===== src/rtl/core/ohed_pkg.sv =====
// ----------------------------------------------------------------------------
// ohed_pkg
// Shared types, character constants and match helpers for the escape decoder.
// ----------------------------------------------------------------------------
package ohed_pkg;

  localparam logic [7:0] BACKSLASH = 8'h5C;
  localparam logic [7:0] HEX_MARK  = 8'h78;
  localparam logic [7:0] CH_ZERO   = 8'h30;
  localparam logic [7:0] CH_SEVEN  = 8'h37;
  localparam logic [7:0] CH_NINE   = 8'h39;
  localparam logic [7:0] CH_LO_A   = 8'h61;
  localparam logic [7:0] CH_LO_F   = 8'h66;
  localparam logic [7:0] CH_UP_A   = 8'h41;
  localparam logic [7:0] CH_UP_F   = 8'h46;

  localparam int WIN_MAX = 4;
  localparam int QDEPTH  = 2;

  typedef logic [WIN_MAX-1:0][7:0] window_t;

  // results of one input word, serialized by the back end
  typedef struct packed {
    window_t    bytes;
    logic [1:0] last_idx;
    logic       last;
  } group_t;

  function automatic logic is_oct(logic [7:0] c);
    return (c >= CH_ZERO) && (c <= CH_SEVEN);
  endfunction

  function automatic logic is_hex(logic [7:0] c);
    return ((c >= CH_ZERO) && (c <= CH_NINE)) || ((c >= CH_LO_A) && (c <= CH_LO_F)) ||
           ((c >= CH_UP_A) && (c <= CH_UP_F));
  endfunction

  function automatic logic [3:0] hex_val(logic [7:0] c);
    logic [7:0] d;
    d = 8'h00;
    if ((c >= CH_ZERO) && (c <= CH_NINE)) d = c - CH_ZERO;
    else if ((c >= CH_LO_A) && (c <= CH_LO_F)) d = c - CH_LO_A + 8'd10;
    else if ((c >= CH_UP_A) && (c <= CH_UP_F)) d = c - CH_UP_A + 8'd10;
    return d[3:0];
  endfunction

  function automatic logic oct_full(window_t w);
    return is_oct(w[1]) && is_oct(w[2]) && is_oct(w[3]);
  endfunction

  function automatic logic hex_full(window_t w);
    return (w[1] == HEX_MARK) && is_hex(w[2]) && is_hex(w[3]);
  endfunction

  function automatic logic [7:0] oct_code(window_t w);
    logic [7:0] d1, d2, d3;
    d1 = w[1] - CH_ZERO;
    d2 = w[2] - CH_ZERO;
    d3 = w[3] - CH_ZERO;
    return {d1[1:0], d2[2:0], d3[2:0]};
  endfunction

  function automatic logic [7:0] hex_code(window_t w);
    return {hex_val(w[2]), hex_val(w[3])};
  endfunction

  // window starts with a backslash; can the held bytes still form an escape
  function automatic logic can_complete(window_t w, logic [2:0] n);
    logic oct_ok;
    logic hex_ok;
    oct_ok = 1'b1;
    hex_ok = (w[1] == HEX_MARK);
    for (int i = 1; i < WIN_MAX; i++) begin
      if (3'(i) < n && !is_oct(w[i])) oct_ok = 1'b0;
      if (i >= 2 && 3'(i) < n && !is_hex(w[i])) hex_ok = 1'b0;
    end
    return (n < 3'd2) || oct_ok || hex_ok;
  endfunction

endpackage


===== src/rtl/core/ohed_if.sv =====
// ----------------------------------------------------------------------------
// ohed_if
// Valid/ready channels for raw input words and decoded output words.
// ----------------------------------------------------------------------------
interface ohed_in_if;
  logic       valid;
  logic       ready;
  logic [7:0] in_byte;
  logic       in_last;

  modport source (output valid, output in_byte, output in_last, input ready);
  modport sink   (input valid, input in_byte, input in_last, output ready);
endinterface

interface ohed_out_if;
  logic       valid;
  logic       ready;
  logic [7:0] out_byte;
  logic       out_last;

  modport source (output valid, output out_byte, output out_last, input ready);
  modport sink   (input valid, input out_byte, input out_last, output ready);
endinterface


===== src/rtl/core/ohed_front.sv =====
// ----------------------------------------------------------------------------
// ohed_front
// Holds the pending escape window, scans each input word and emits a group
// of up to four decoded words per input.
// ----------------------------------------------------------------------------
module ohed_front (
  input  logic            clk,
  input  logic            rst,
  input  logic            in_valid,
  input  logic [7:0]      in_byte,
  input  logic            in_last,
  output logic            in_ready,
  input  logic            q_full,
  output logic            q_push,
  output ohed_pkg::group_t q_data
);

  logic [2:0][7:0]  pend;
  logic [1:0]       pcnt;

  ohed_pkg::window_t w;
  ohed_pkg::window_t ob;
  logic [2:0]       n;
  logic [2:0]       k;
  logic             stop;
  logic [7:0]       emit;
  logic             accept;

  assign in_ready = !q_full;
  assign accept   = in_valid && in_ready;

  always_comb begin
    w       = {8'h00, pend};
    w[pcnt] = in_byte;
    for (int j = 1; j < ohed_pkg::WIN_MAX; j++) begin
      if (3'(j) > {1'b0, pcnt}) w[j] = 8'h00;
    end
    n    = {1'b0, pcnt} + 3'd1;
    k    = 3'd0;
    stop = 1'b0;
    emit = 8'h00;
    ob   = '0;
    for (int it = 0; it < ohed_pkg::WIN_MAX; it++) begin
      if (!stop && n != 3'd0) begin
        if (w[0] != ohed_pkg::BACKSLASH) begin
          emit = w[0];
          w    = w >> 8;
          n    = n - 3'd1;
        end else if (n == 3'd4 && ohed_pkg::oct_full(w)) begin
          emit = ohed_pkg::oct_code(w);
          n    = 3'd0;
        end else if (n == 3'd4 && ohed_pkg::hex_full(w)) begin
          emit = ohed_pkg::hex_code(w);
          n    = 3'd0;
        end else if (!in_last && n != 3'd4 && ohed_pkg::can_complete(w, n)) begin
          stop = 1'b1;
        end else begin
          emit = ohed_pkg::BACKSLASH;
          w    = w >> 8;
          n    = n - 3'd1;
        end
        if (!stop) begin
          ob[k[1:0]] = emit;
          k          = k + 3'd1;
        end
      end
    end
  end

  assign q_push          = accept && (k != 3'd0);
  assign q_data.bytes    = ob;
  assign q_data.last_idx = 2'(k - 3'd1);
  assign q_data.last     = in_last;

  always_ff @(posedge clk) begin
    if (rst) begin
      pcnt <= 2'd0;
    end else if (accept) begin
      pcnt <= n[1:0];
    end
  end

  always_ff @(posedge clk) begin
    if (accept) begin
      pend <= w[2:0];
    end
  end

endmodule


===== src/rtl/core/ohed_queue.sv =====
// ----------------------------------------------------------------------------
// ohed_queue
// Two-entry queue of result groups between front and back end.
// ----------------------------------------------------------------------------
module ohed_queue (
  input  logic             clk,
  input  logic             rst,
  input  logic             push,
  input  ohed_pkg::group_t wdata,
  output logic             full,
  input  logic             pop,
  output logic             not_empty,
  output ohed_pkg::group_t rdata
);

  ohed_pkg::group_t mem [ohed_pkg::QDEPTH];
  logic             wr_ptr;
  logic             rd_ptr;
  logic [1:0]       count;

  assign full      = (count == 2'(ohed_pkg::QDEPTH));
  assign not_empty = (count != 2'd0);
  assign rdata     = mem[rd_ptr];

  always_ff @(posedge clk) begin
    if (push) begin
      mem[wr_ptr] <= wdata;
    end
  end

  always_ff @(posedge clk) begin
    if (rst) begin
      wr_ptr <= 1'b0;
      rd_ptr <= 1'b0;
      count  <= 2'd0;
    end else begin
      if (push) wr_ptr <= !wr_ptr;
      if (pop)  rd_ptr <= !rd_ptr;
      if (push && !pop)      count <= count + 2'd1;
      else if (pop && !push) count <= count - 2'd1;
    end
  end

endmodule


===== src/rtl/core/ohed_back.sv =====
// ----------------------------------------------------------------------------
// ohed_back
// Serializes queued result groups into the registered output channel.
// ----------------------------------------------------------------------------
module ohed_back (
  input  logic             clk,
  input  logic             rst,
  input  logic             q_not_empty,
  input  ohed_pkg::group_t q_head,
  output logic             q_pop,
  output logic             out_valid,
  output logic [7:0]       out_byte,
  output logic             out_last,
  input  logic             out_ready
);

  logic [1:0] idx;
  logic       load;
  logic       at_end;

  assign load   = !out_valid || out_ready;
  assign at_end = (idx == q_head.last_idx);
  assign q_pop  = load && q_not_empty && at_end;

  always_ff @(posedge clk) begin
    if (rst) begin
      out_valid <= 1'b0;
      idx       <= 2'd0;
    end else if (load) begin
      out_valid <= q_not_empty;
      if (q_not_empty) idx <= at_end ? 2'd0 : idx + 2'd1;
    end
  end

  always_ff @(posedge clk) begin
    if (load && q_not_empty) begin
      out_byte <= q_head.bytes[idx];
      out_last <= q_head.last && at_end;
    end
  end

endmodule


===== src/rtl/core/octal_hex_escape_decoder_unit.sv =====
// ----------------------------------------------------------------------------
// octal_hex_escape_decoder_unit
// Backslash octal/hex escape decoder with a three-byte pending window.
// ----------------------------------------------------------------------------
// The first word of a group is written into a queue entry when its input word
// is taken and is then loaded from the queue into the output register.
// Throughput: one input word per cycle; the output side emits one word per
// cycle while out_ready allows, so an input causing N results holds the back
// end for N output words and the input stalls while two groups wait.
// Reset (rst, synchronous): empties the window, the queue and the output.
module octal_hex_escape_decoder_unit (
  input logic           clk,
  input logic           rst,
  ohed_in_if.sink       in_ch,
  ohed_out_if.source    out_ch
);

  logic             q_full;
  logic             q_push;
  logic             q_pop;
  logic             q_not_empty;
  ohed_pkg::group_t q_wdata;
  ohed_pkg::group_t q_head;

  ohed_front u_front (
    .clk      (clk),
    .rst      (rst),
    .in_valid (in_ch.valid),
    .in_byte  (in_ch.in_byte),
    .in_last  (in_ch.in_last),
    .in_ready (in_ch.ready),
    .q_full   (q_full),
    .q_push   (q_push),
    .q_data   (q_wdata)
  );

  ohed_queue u_queue (
    .clk       (clk),
    .rst       (rst),
    .push      (q_push),
    .wdata     (q_wdata),
    .full      (q_full),
    .pop       (q_pop),
    .not_empty (q_not_empty),
    .rdata     (q_head)
  );

  ohed_back u_back (
    .clk         (clk),
    .rst         (rst),
    .q_not_empty (q_not_empty),
    .q_head      (q_head),
    .q_pop       (q_pop),
    .out_valid   (out_ch.valid),
    .out_byte    (out_ch.out_byte),
    .out_last    (out_ch.out_last),
    .out_ready   (out_ch.ready)
  );

endmodule


===== src/flat_wrapper.sv =====
// flat-port wrapper written by rule: the top's interface ports become plain ports
module octal_hex_escape_decoder_unit_flat 
  (clk, rst, in_ch_valid, in_ch_in_byte, in_ch_in_last, in_ch_ready, out_ch_valid, out_ch_out_byte, out_ch_out_last, out_ch_ready);
  ohed_in_if in_ch_i ();
  ohed_out_if out_ch_i ();
  input logic clk;
  input logic rst;
  input wire logic [$bits(in_ch_i.valid)-1:0] in_ch_valid;
  input wire logic [$bits(in_ch_i.in_byte)-1:0] in_ch_in_byte;
  input wire logic [$bits(in_ch_i.in_last)-1:0] in_ch_in_last;
  output wire logic [$bits(in_ch_i.ready)-1:0] in_ch_ready;
  output wire logic [$bits(out_ch_i.valid)-1:0] out_ch_valid;
  output wire logic [$bits(out_ch_i.out_byte)-1:0] out_ch_out_byte;
  output wire logic [$bits(out_ch_i.out_last)-1:0] out_ch_out_last;
  input wire logic [$bits(out_ch_i.ready)-1:0] out_ch_ready;
  assign in_ch_i.valid = in_ch_valid;
  assign in_ch_i.in_byte = in_ch_in_byte;
  assign in_ch_i.in_last = in_ch_in_last;
  assign in_ch_ready = in_ch_i.ready;
  assign out_ch_valid = out_ch_i.valid;
  assign out_ch_out_byte = out_ch_i.out_byte;
  assign out_ch_out_last = out_ch_i.out_last;
  assign out_ch_i.ready = out_ch_ready;
  octal_hex_escape_decoder_unit u_core (.clk(clk), .rst(rst), .in_ch(in_ch_i), .out_ch(out_ch_i));
endmodule

===== config.mk =====
export PLATFORM = sky130hd
export DESIGN_NAME = octal_hex_escape_decoder_unit_flat
export DESIGN_NICKNAME = d
export VERILOG_FILES = /design/src/rtl/core/ohed_pkg.sv /design/src/rtl/core/ohed_if.sv /design/src/rtl/core/ohed_front.sv /design/src/rtl/core/ohed_queue.sv /design/src/rtl/core/ohed_back.sv /design/src/rtl/core/octal_hex_escape_decoder_unit.sv /design/src/flat_wrapper.sv
export SDC_FILE = /design/constraint.sdc
export NUM_CORES = 1
export LEC_CHECK = 0
export ABC_AREA = 0
export BUFFER_PORTS_ARGS = -buffer_cell sky130_fd_sc_hd__buf_2
export CORE_MARGIN = 4
export CORE_UTILIZATION = 35
export CTS_BUF_LIST = sky130_fd_sc_hd__clkbuf_4
export DETAILED_ROUTE_END_ITERATION = 8
export PLACE_DENSITY = 0.62
export SLEW_MARGIN = 20
export SYNTH_ARGS = -nofsm -noshare
export SYNTH_HDL_FRONTEND = slang
export SYNTH_SLANG_ARGS = --single-unit

===== constraint.sdc =====
create_clock -name clk -period 39.1 [get_ports clk]
set_input_delay 1.955 -clock clk [delete_from_list [all_inputs] [get_ports clk]]
set_output_delay 1.955 -clock clk [all_outputs]
set_load 0.05 [all_outputs]

======== Word-level counts from Yosys, hierarchy flattened ========
Memory sizes are Yosys's and may differ from the RTL's. A register that Yosys moved wholly into a read port is not among the register bits.
Cells that the tools add are included.
storage, ports and cells
  register bits after elaboration ......... 42
  RAM bits ................................ 70
  input bits .............................. 13
  memories ................................ 1
memories
  name                words  bits a word  read ports  clocked after Yosys merged registers in  wr ports  line              source
  u_core.u_queue.mem  2      35           1           1                                        1         ohed_queue.sv:16  ohed_pkg::group_t mem [ohed_pkg::QDEPTH];
cells by class
  add/subtract/negate cells ............... 56
  $lt $le $gt $ge ......................... 92
  equal/unequal tests ..................... 18
  muxes and demuxes ....................... 201
  reduce and logical (&&, ||, !) cells .... 165
operator list
  cell                   count
  $mux W32               21
  $mux W8                31
  $le A8 B6 Y1 const B   20
  $bwmux W32             4
  $ge A8 B7 Y1 const B   16
  $le A8 B7 Y1 const B   16
  $mux W24               5
  $logic_and A1 B1 Y1    102
  $ge A8 B6 Y1 const B   12
  $mux W4                24
  $sub A4 B1 Y4 const B  24
  $mux W1                80
  $mux W3                22
  $add A4 B4 Y4 const B  16
  $demux W8 S2           4
  $eq A8 B7 Y1 const B   4
  $ne A8 B7 Y1 const B   4
  $logic_not A1 Y1       30
  $logic_or A1 B1 Y1     25
  $lt A2 B3 Y1 const A   8
  $bmux W8 S2            1
  $mux W2                8
  $lt A2 B3 Y1 const B   5
  $reduce_bool A3 Y1     5
  17 further kinds       45

======== Depth between registers and ports, before layout ========
  word-level depth ........................ 90
  gate-level depth with buffers ........... 69
  depth with buffers taken out ............ 59

======== Modules after synthesis ========
Synthesis repeated with hierarchy kept, for this count alone.
unflattened totals
  cell total of the unflattened synthesis .. 1338
  area total of the unflattened synthesis .. 11283.3 sq um
modules (own cells, without submodules)
  module      instances  cells an instance  area each (sq um)  seq. area each (sq um)
  ohed_front  1          1166               7873.8             760.7
  ohed_queue  1          131                2745.1             2202.1
  ohed_back   1          41                 664.4              330.3

======== Least setup slack after synthesis ========
Ideal clock, no wire load.
  path kind ............................... input to register
  start point ............................. in in_ch_in_byte[1]
  end point ............................... mem u_core.u_queue.mem[0][0] (netlist name) (enable)
  data arrival time ....................... 14.947 ns
  required time ........................... 38.620 ns
  setup slack ............................. 23.673 ns
  stages .................................. 54
  path through ............................ clkbuf_1 -> nand2_1 -> ha_1 -> o21ba_2 -> o211ai_1 -> o41a_1 -> a2111oi_1 -> a31oi_1 -> nand2_1 -> o21ai_0 -> inv_1 -> ha_1 -> nor2b_1 -> a2111oi_0 -> a31o_2 -> nand2_1 -> mux2_2 -> a32oi_1 -> [18 not listed] -> clkbuf_1 -> clkbuf_1 -> nand3_1 -> inv_1 -> ha_1 -> inv_1 -> a311oi_1 -> o21ai_0 -> nor4_1 -> nand2_1 -> a21o_1 -> a21oi_1 -> o21ai_2 -> o21ai_4 -> buf_2 -> xnor2_1 -> ha_1 -> a211oi_1
between the ends
  longest elaborated chain between the ends .. 84
  elaborated cells on any way between the ends .. 356
ends and longest elaborated chain
  what                                                       line                            source
  start: declaration                                         flat_wrapper.sv:9               input wire logic [$bits(in_ch_i.in_byte)-1:0] in_ch_in_byte;
  $bwmux W32 *                                               ohed_front.sv:34                w[pcnt] = in_byte;
  $mux W8                                                    ohed_front.sv:36                if (3'(j) > {1'b0, pcnt}) w[j] = 8'h00;
  $ge A8 B6 Y1, or another cell as far along                 n/a
  $logic_and A1 B1 Y1, on equally long branches              ohed_pkg.sv:30, ohed_pkg.sv:34
  $logic_not A1 Y1 or $logic_or A1 B1 Y1 (tied branches)     ohed_pkg.sv:74, ohed_pkg.sv:34
  $logic_and A1 B1 Y1 or $logic_or A1 B1 Y1 (tied branches)  ohed_pkg.sv:74, ohed_pkg.sv:34
  $mux W1 or $logic_not A1 Y1 (tied branches)                ohed_pkg.sv:74, ohed_pkg.sv:75
  $mux W1 or $logic_and A1 B1 Y1 (tied branches)             ohed_pkg.sv:74, ohed_pkg.sv:75
  [68 not listed]                                            n/a
  $mux W1                                                    ohed_front.sv:45                if (w[0] != ohed_pkg::BACKSLASH) begin
  $mux W1                                                    ohed_front.sv:44                if (!stop && n != 3'd0) begin
  $mux W3                                                    ohed_front.sv:62                if (!stop) begin
  $mux W3 *                                                  ohed_front.sv:44
  $reduce_bool A3 Y1 *                                       ohed_front.sv:70                assign q_push = accept && (k != 3'd0);
  $logic_and A1 B1 Y1 *                                      ohed_front.sv:70
  $mux W1 *                                                  ohed_queue.sv:26                if (push) begin
  $mux W1 (not written as such) *                            ohed_queue.sv:27                mem[wr_ptr] <= wdata;
  end: declaration                                           ohed_queue.sv:16
Mark *: on every way between the ends. The rest lies on a longest branch, timed or not. The select of a mux whose other input is x is not followed.

======== Worst setup path in the final report ========
  start point ............................. in in_ch_in_byte[0]
  end point ............................... reg u_core.u_queue.count[1]
between the ends
  longest elaborated chain between the ends .. 85
  elaborated cells on any way between the ends .. 359
ends and longest elaborated chain
  what                                                       line                                 source
  $bwmux W32 *                                               ohed_front.sv:34
  $mux W8                                                    ohed_front.sv:36
  $ge A8 B6 Y1, or another cell as far along                 n/a
  $logic_and A1 B1 Y1, on equally long branches              ohed_pkg.sv:30, ohed_pkg.sv:34
  $logic_not A1 Y1 or $logic_or A1 B1 Y1 (tied branches)     ohed_pkg.sv:74, ohed_pkg.sv:34
  $logic_and A1 B1 Y1 or $logic_or A1 B1 Y1 (tied branches)  ohed_pkg.sv:74, ohed_pkg.sv:34
  $mux W1 or $logic_not A1 Y1 (tied branches)                ohed_pkg.sv:74, ohed_pkg.sv:75
  $mux W1 or $logic_and A1 B1 Y1 (tied branches)             ohed_pkg.sv:74, ohed_pkg.sv:75
  [70 not listed]                                            n/a
  $mux W3                                                    ohed_front.sv:62
  $mux W3 *                                                  ohed_front.sv:44
  $reduce_bool A3 Y1 *                                       ohed_front.sv:70
  $logic_and A1 B1 Y1 *                                      ohed_front.sv:70
  named net u_core.q_push                                    octal_hex_escape_decoder_unit.sv:19  logic q_push;
  $logic_not A1 Y1                                           ohed_queue.sv:40                     else if (pop && !push) count <= count - 2'd1;
  $logic_and A1 B1 Y1                                        ohed_queue.sv:40
  $reduce_bool A2 Y1 (no line)                               n/a
  end signal: assignment                                     ohed_queue.sv:39                     if (push && !pop) count <= count + 2'd1;
  end signal: assignment                                     ohed_queue.sv:40
  end: declaration                                           ohed_queue.sv:19                     logic [1:0] count;
The timed path passes the listed nets; every way through them passes the cells marked *. The select of a mux whose other input is x is not followed.
A chain may end at the register's enable or synchronous reset.

==> metrics.txt <==
Data required, critical path 39.57 ns; Max clock buf depth 2; Root Buffer clkbuf_4; crit path max fanout 41; die span in x 184 µm; mean post-synth cell area 8.64 µm²; H-Tree Depth 4; largest cells by area after synthesis edfxtp_1, mux2i_1, ha_1; global route overflow 0; postcts setup bufs 0; Hold Path Class flop to flop; Fin Clk Skew 0.0155 ns; die height 184 µm; GR Util met3 5.10%; PostCTS Resize Cnt 0; post-synthesis sequential area ratio 30.5%; most frequent cells in the layout nor2_1, nand2_1, edfxtp_1, o21ai_0, a21oi_1; Final GP Congestion 1.01; final setup TNS 0 ns; die area 33,700 µm²; Mapped Area 10,800 µm²; Gate Count Post-Synth 1,249; Post-Synth Adder-Cell Area 6.38%; Async S/R FF share, synth 0%; cts hold-fix bufs 0; post-synth net total 1,317; final hold violations 0; register bit total from synthesis 113; max_cap viols 0; unrepaired setup endpoints after global routing no; commonest non-fill, non-tap cell in the layout nor2_1; met1 Resource Use GR 35.2%; post-synth top area cell edfxtp_1; Max-slew headroom 25.6%; # fillers 3,063; number of antenna-violating nets in the routed design 0; via count 10,800; DR DRC count 0; Core ar. 30,500 µm²; GRT met2 Usage 38.2%; yosys warns 0; WL final 43,800 µm; Reg clk slew, reported paths 0.11 ns; Crit Path Class primary input to flop; simple-gate share of the synthesized area 18.8%; post-DP HPWL 34,000 µm; nature of the critical path endpoint flop; CTS tree done; I/O Buffers 23; hold slack 0.503 ns; worst skew pair latency 0.53 ns; placement row count 64; mux cell area share after synthesis 13.1%; Tmin final 16.54 ns; first-pass GRT wire length 65,000 µm; DR iter-0 viols 1,662; global-route layer with the greatest usage met2; largest family of logic cells by synthesized area compound AO/OA/AOI/OAI gates; vias in the first global route 10,140; io pins 24; Via density 6.47; fin crit share 42.3%; Layout Area Growth over Synthesis 8.37%; initial antenna violation count 1; final setup fails 0; Setup crit start kind primary input; Slowest-stage cell, CP nor3_1; most frequent CP cell ha_1; multi-input logic area 7090 µm²; CTS Buf Count 17; status finished clean; overall fraction of global-route tracks in use 25.6%; drt wl/cell 26.3 µm; R2R Setup Slk 22.73 ns; XOR/XNOR Fraction of Synth Area 2.35%; Synth top area share 28.7%; Nets 1,326; WP buf/inv 8; EDFF count, synth 103; largest net degree at the start of global routing 42; Clock Sinks 113; Pins Over Slew Limit 0; Worst-Margin Slew 1.11 ns; post-synth cell types 96; Synth Flop Type edfxtp_1; drt pass-1 iters 6; Max Fclk 60.5 MHz; Crit path max-delay family compound AO/OA/AOI/OAI gates; Synth Area in Compound Gates 24.8%; Reg area 3290 µm²; share of layout cells above drive strength 1 13.1%; Initial Utilization 35.4%; arrival time worst endpoint 17.01 ns; worst stage delay on the critical path 0.92 ns
## per-stage QoR
| stage | area (µm²) | instances | utilization [%] | worst slack (ns) |
|---|---|---|---|---|
| 2_1_floorplan | 10800 | 1249 | - | 23.67 |
| 3_3_place_gp | 11400 | 1634 | 37.4 | 22.96 |
| 3_5_place_dp | 11400 | 1635 | 37.4 | 22.60 |
| 4_1_cts | 11700 | 1667 | 38.3 | 23.13 |
| 5_1_grt | 11700 | 1668 | 38.3 | 21.72 |
| 6_report | 11700 | 1668 | 38.3 | 22.56 |
## layer usage
| layer | vias up | wire [µm] |
|---|---|---|
| li1 | 4777 | - |
| met1 | 5198 | 18300 |
| met2 | 695 | 18800 |
| met3 | 130 | 4210 |
| met4 | 0 | 2510 |
| met5 | - | 0 |
## final cells by class
| class | instances | area share [%] |
|---|---|---|
| multi-input combinational | 1024 | 60.6 |
| sequential | 113 | 28.2 |
| tap | 396 | 4.24 |
| timing repair buffer | 54 | 2.95 |
| inverter | 48 | 1.54 |
| clock inverter | 15 | 1.36 |
| clock buffer | 17 | 1.09 |
| antenna | 1 | 0.0214 |
## cells by family (layout without fill, tap and decap cells)
kind of cell             Yosys count  after routing
buffers and inverters            112            134
flip-flops                       113            113
AO/OA/AOI/OAI                    393            393
XOR/XNOR                          29             29
multiplexers                     118            118
AND/OR/NAND/NOR                  429            429
adder cells (fa/ha/maj)           55             55
other                              0              1
## tightest hold or removal path: stages, from the launching register on
cell and delay, ns:
dfxtp_1 0.32, nand2b_1 0.08, a21oi_1 0.06
## synthesized netlist by cell type, types with 6 or more instances
cell	instances
a211o_1	13
a211oi_1	12
a21o_1	10
a21oi_1	96
a221oi_1	12
a22oi_1	11
a31oi_1	16
and2_1	8
buf_1	10
buf_2	11
clkbuf_1	42
dfxtp_1	10
edfxtp_1	103
ha_1	55
inv_1	47
mux2_2	25
mux2i_1	77
mux4_2	16
nand2_1	126
nand2b_1	8
nand3_1	44
nand3b_1	8
nand4_1	8
nor2_1	136
nor2b_1	6
nor3_1	19
nor3b_1	6
nor4_1	12
o211ai_1	15
o21ai_0	101
o21ai_1	6
o221ai_1	6
o22ai_1	12
o31ai_1	7
or2_2	9
or3_1	6
xnor2_1	19
xor2_1	10
## path summary, 6_finish.rpt
path / start / endpoint / cells after the start
worst min-delay path: u_core.u_back.out_valid / u_core.u_back.out_valid / 2
worst max-delay path: in_ch_in_byte[0] / u_core.u_queue.count[1] / 54
worst min register to register: u_core.u_back.out_valid / u_core.u_back.out_valid / 2
worst max register to register: u_core.u_front.pcnt[0] / u_core.u_queue.count[1] / 57
## registers in the layout, indices dropped and copies added, names as in the netlist, named ones only
register,count
u_core.u_queue.rd_ptr,1
u_core.u_back.out_byte,8
u_core.u_queue.count,2
u_core.u_front.pcnt,2
u_core.u_front.pend,24
u_core.u_queue.mem,70
u_core.u_back.out_last,1
u_core.u_queue.wr_ptr,1
u_core.u_back.idx,2
u_core.u_back.out_valid,1
Power is not shown: default switching activity piles up to over one toggle a cycle in this logic, so the estimate is an artifact.
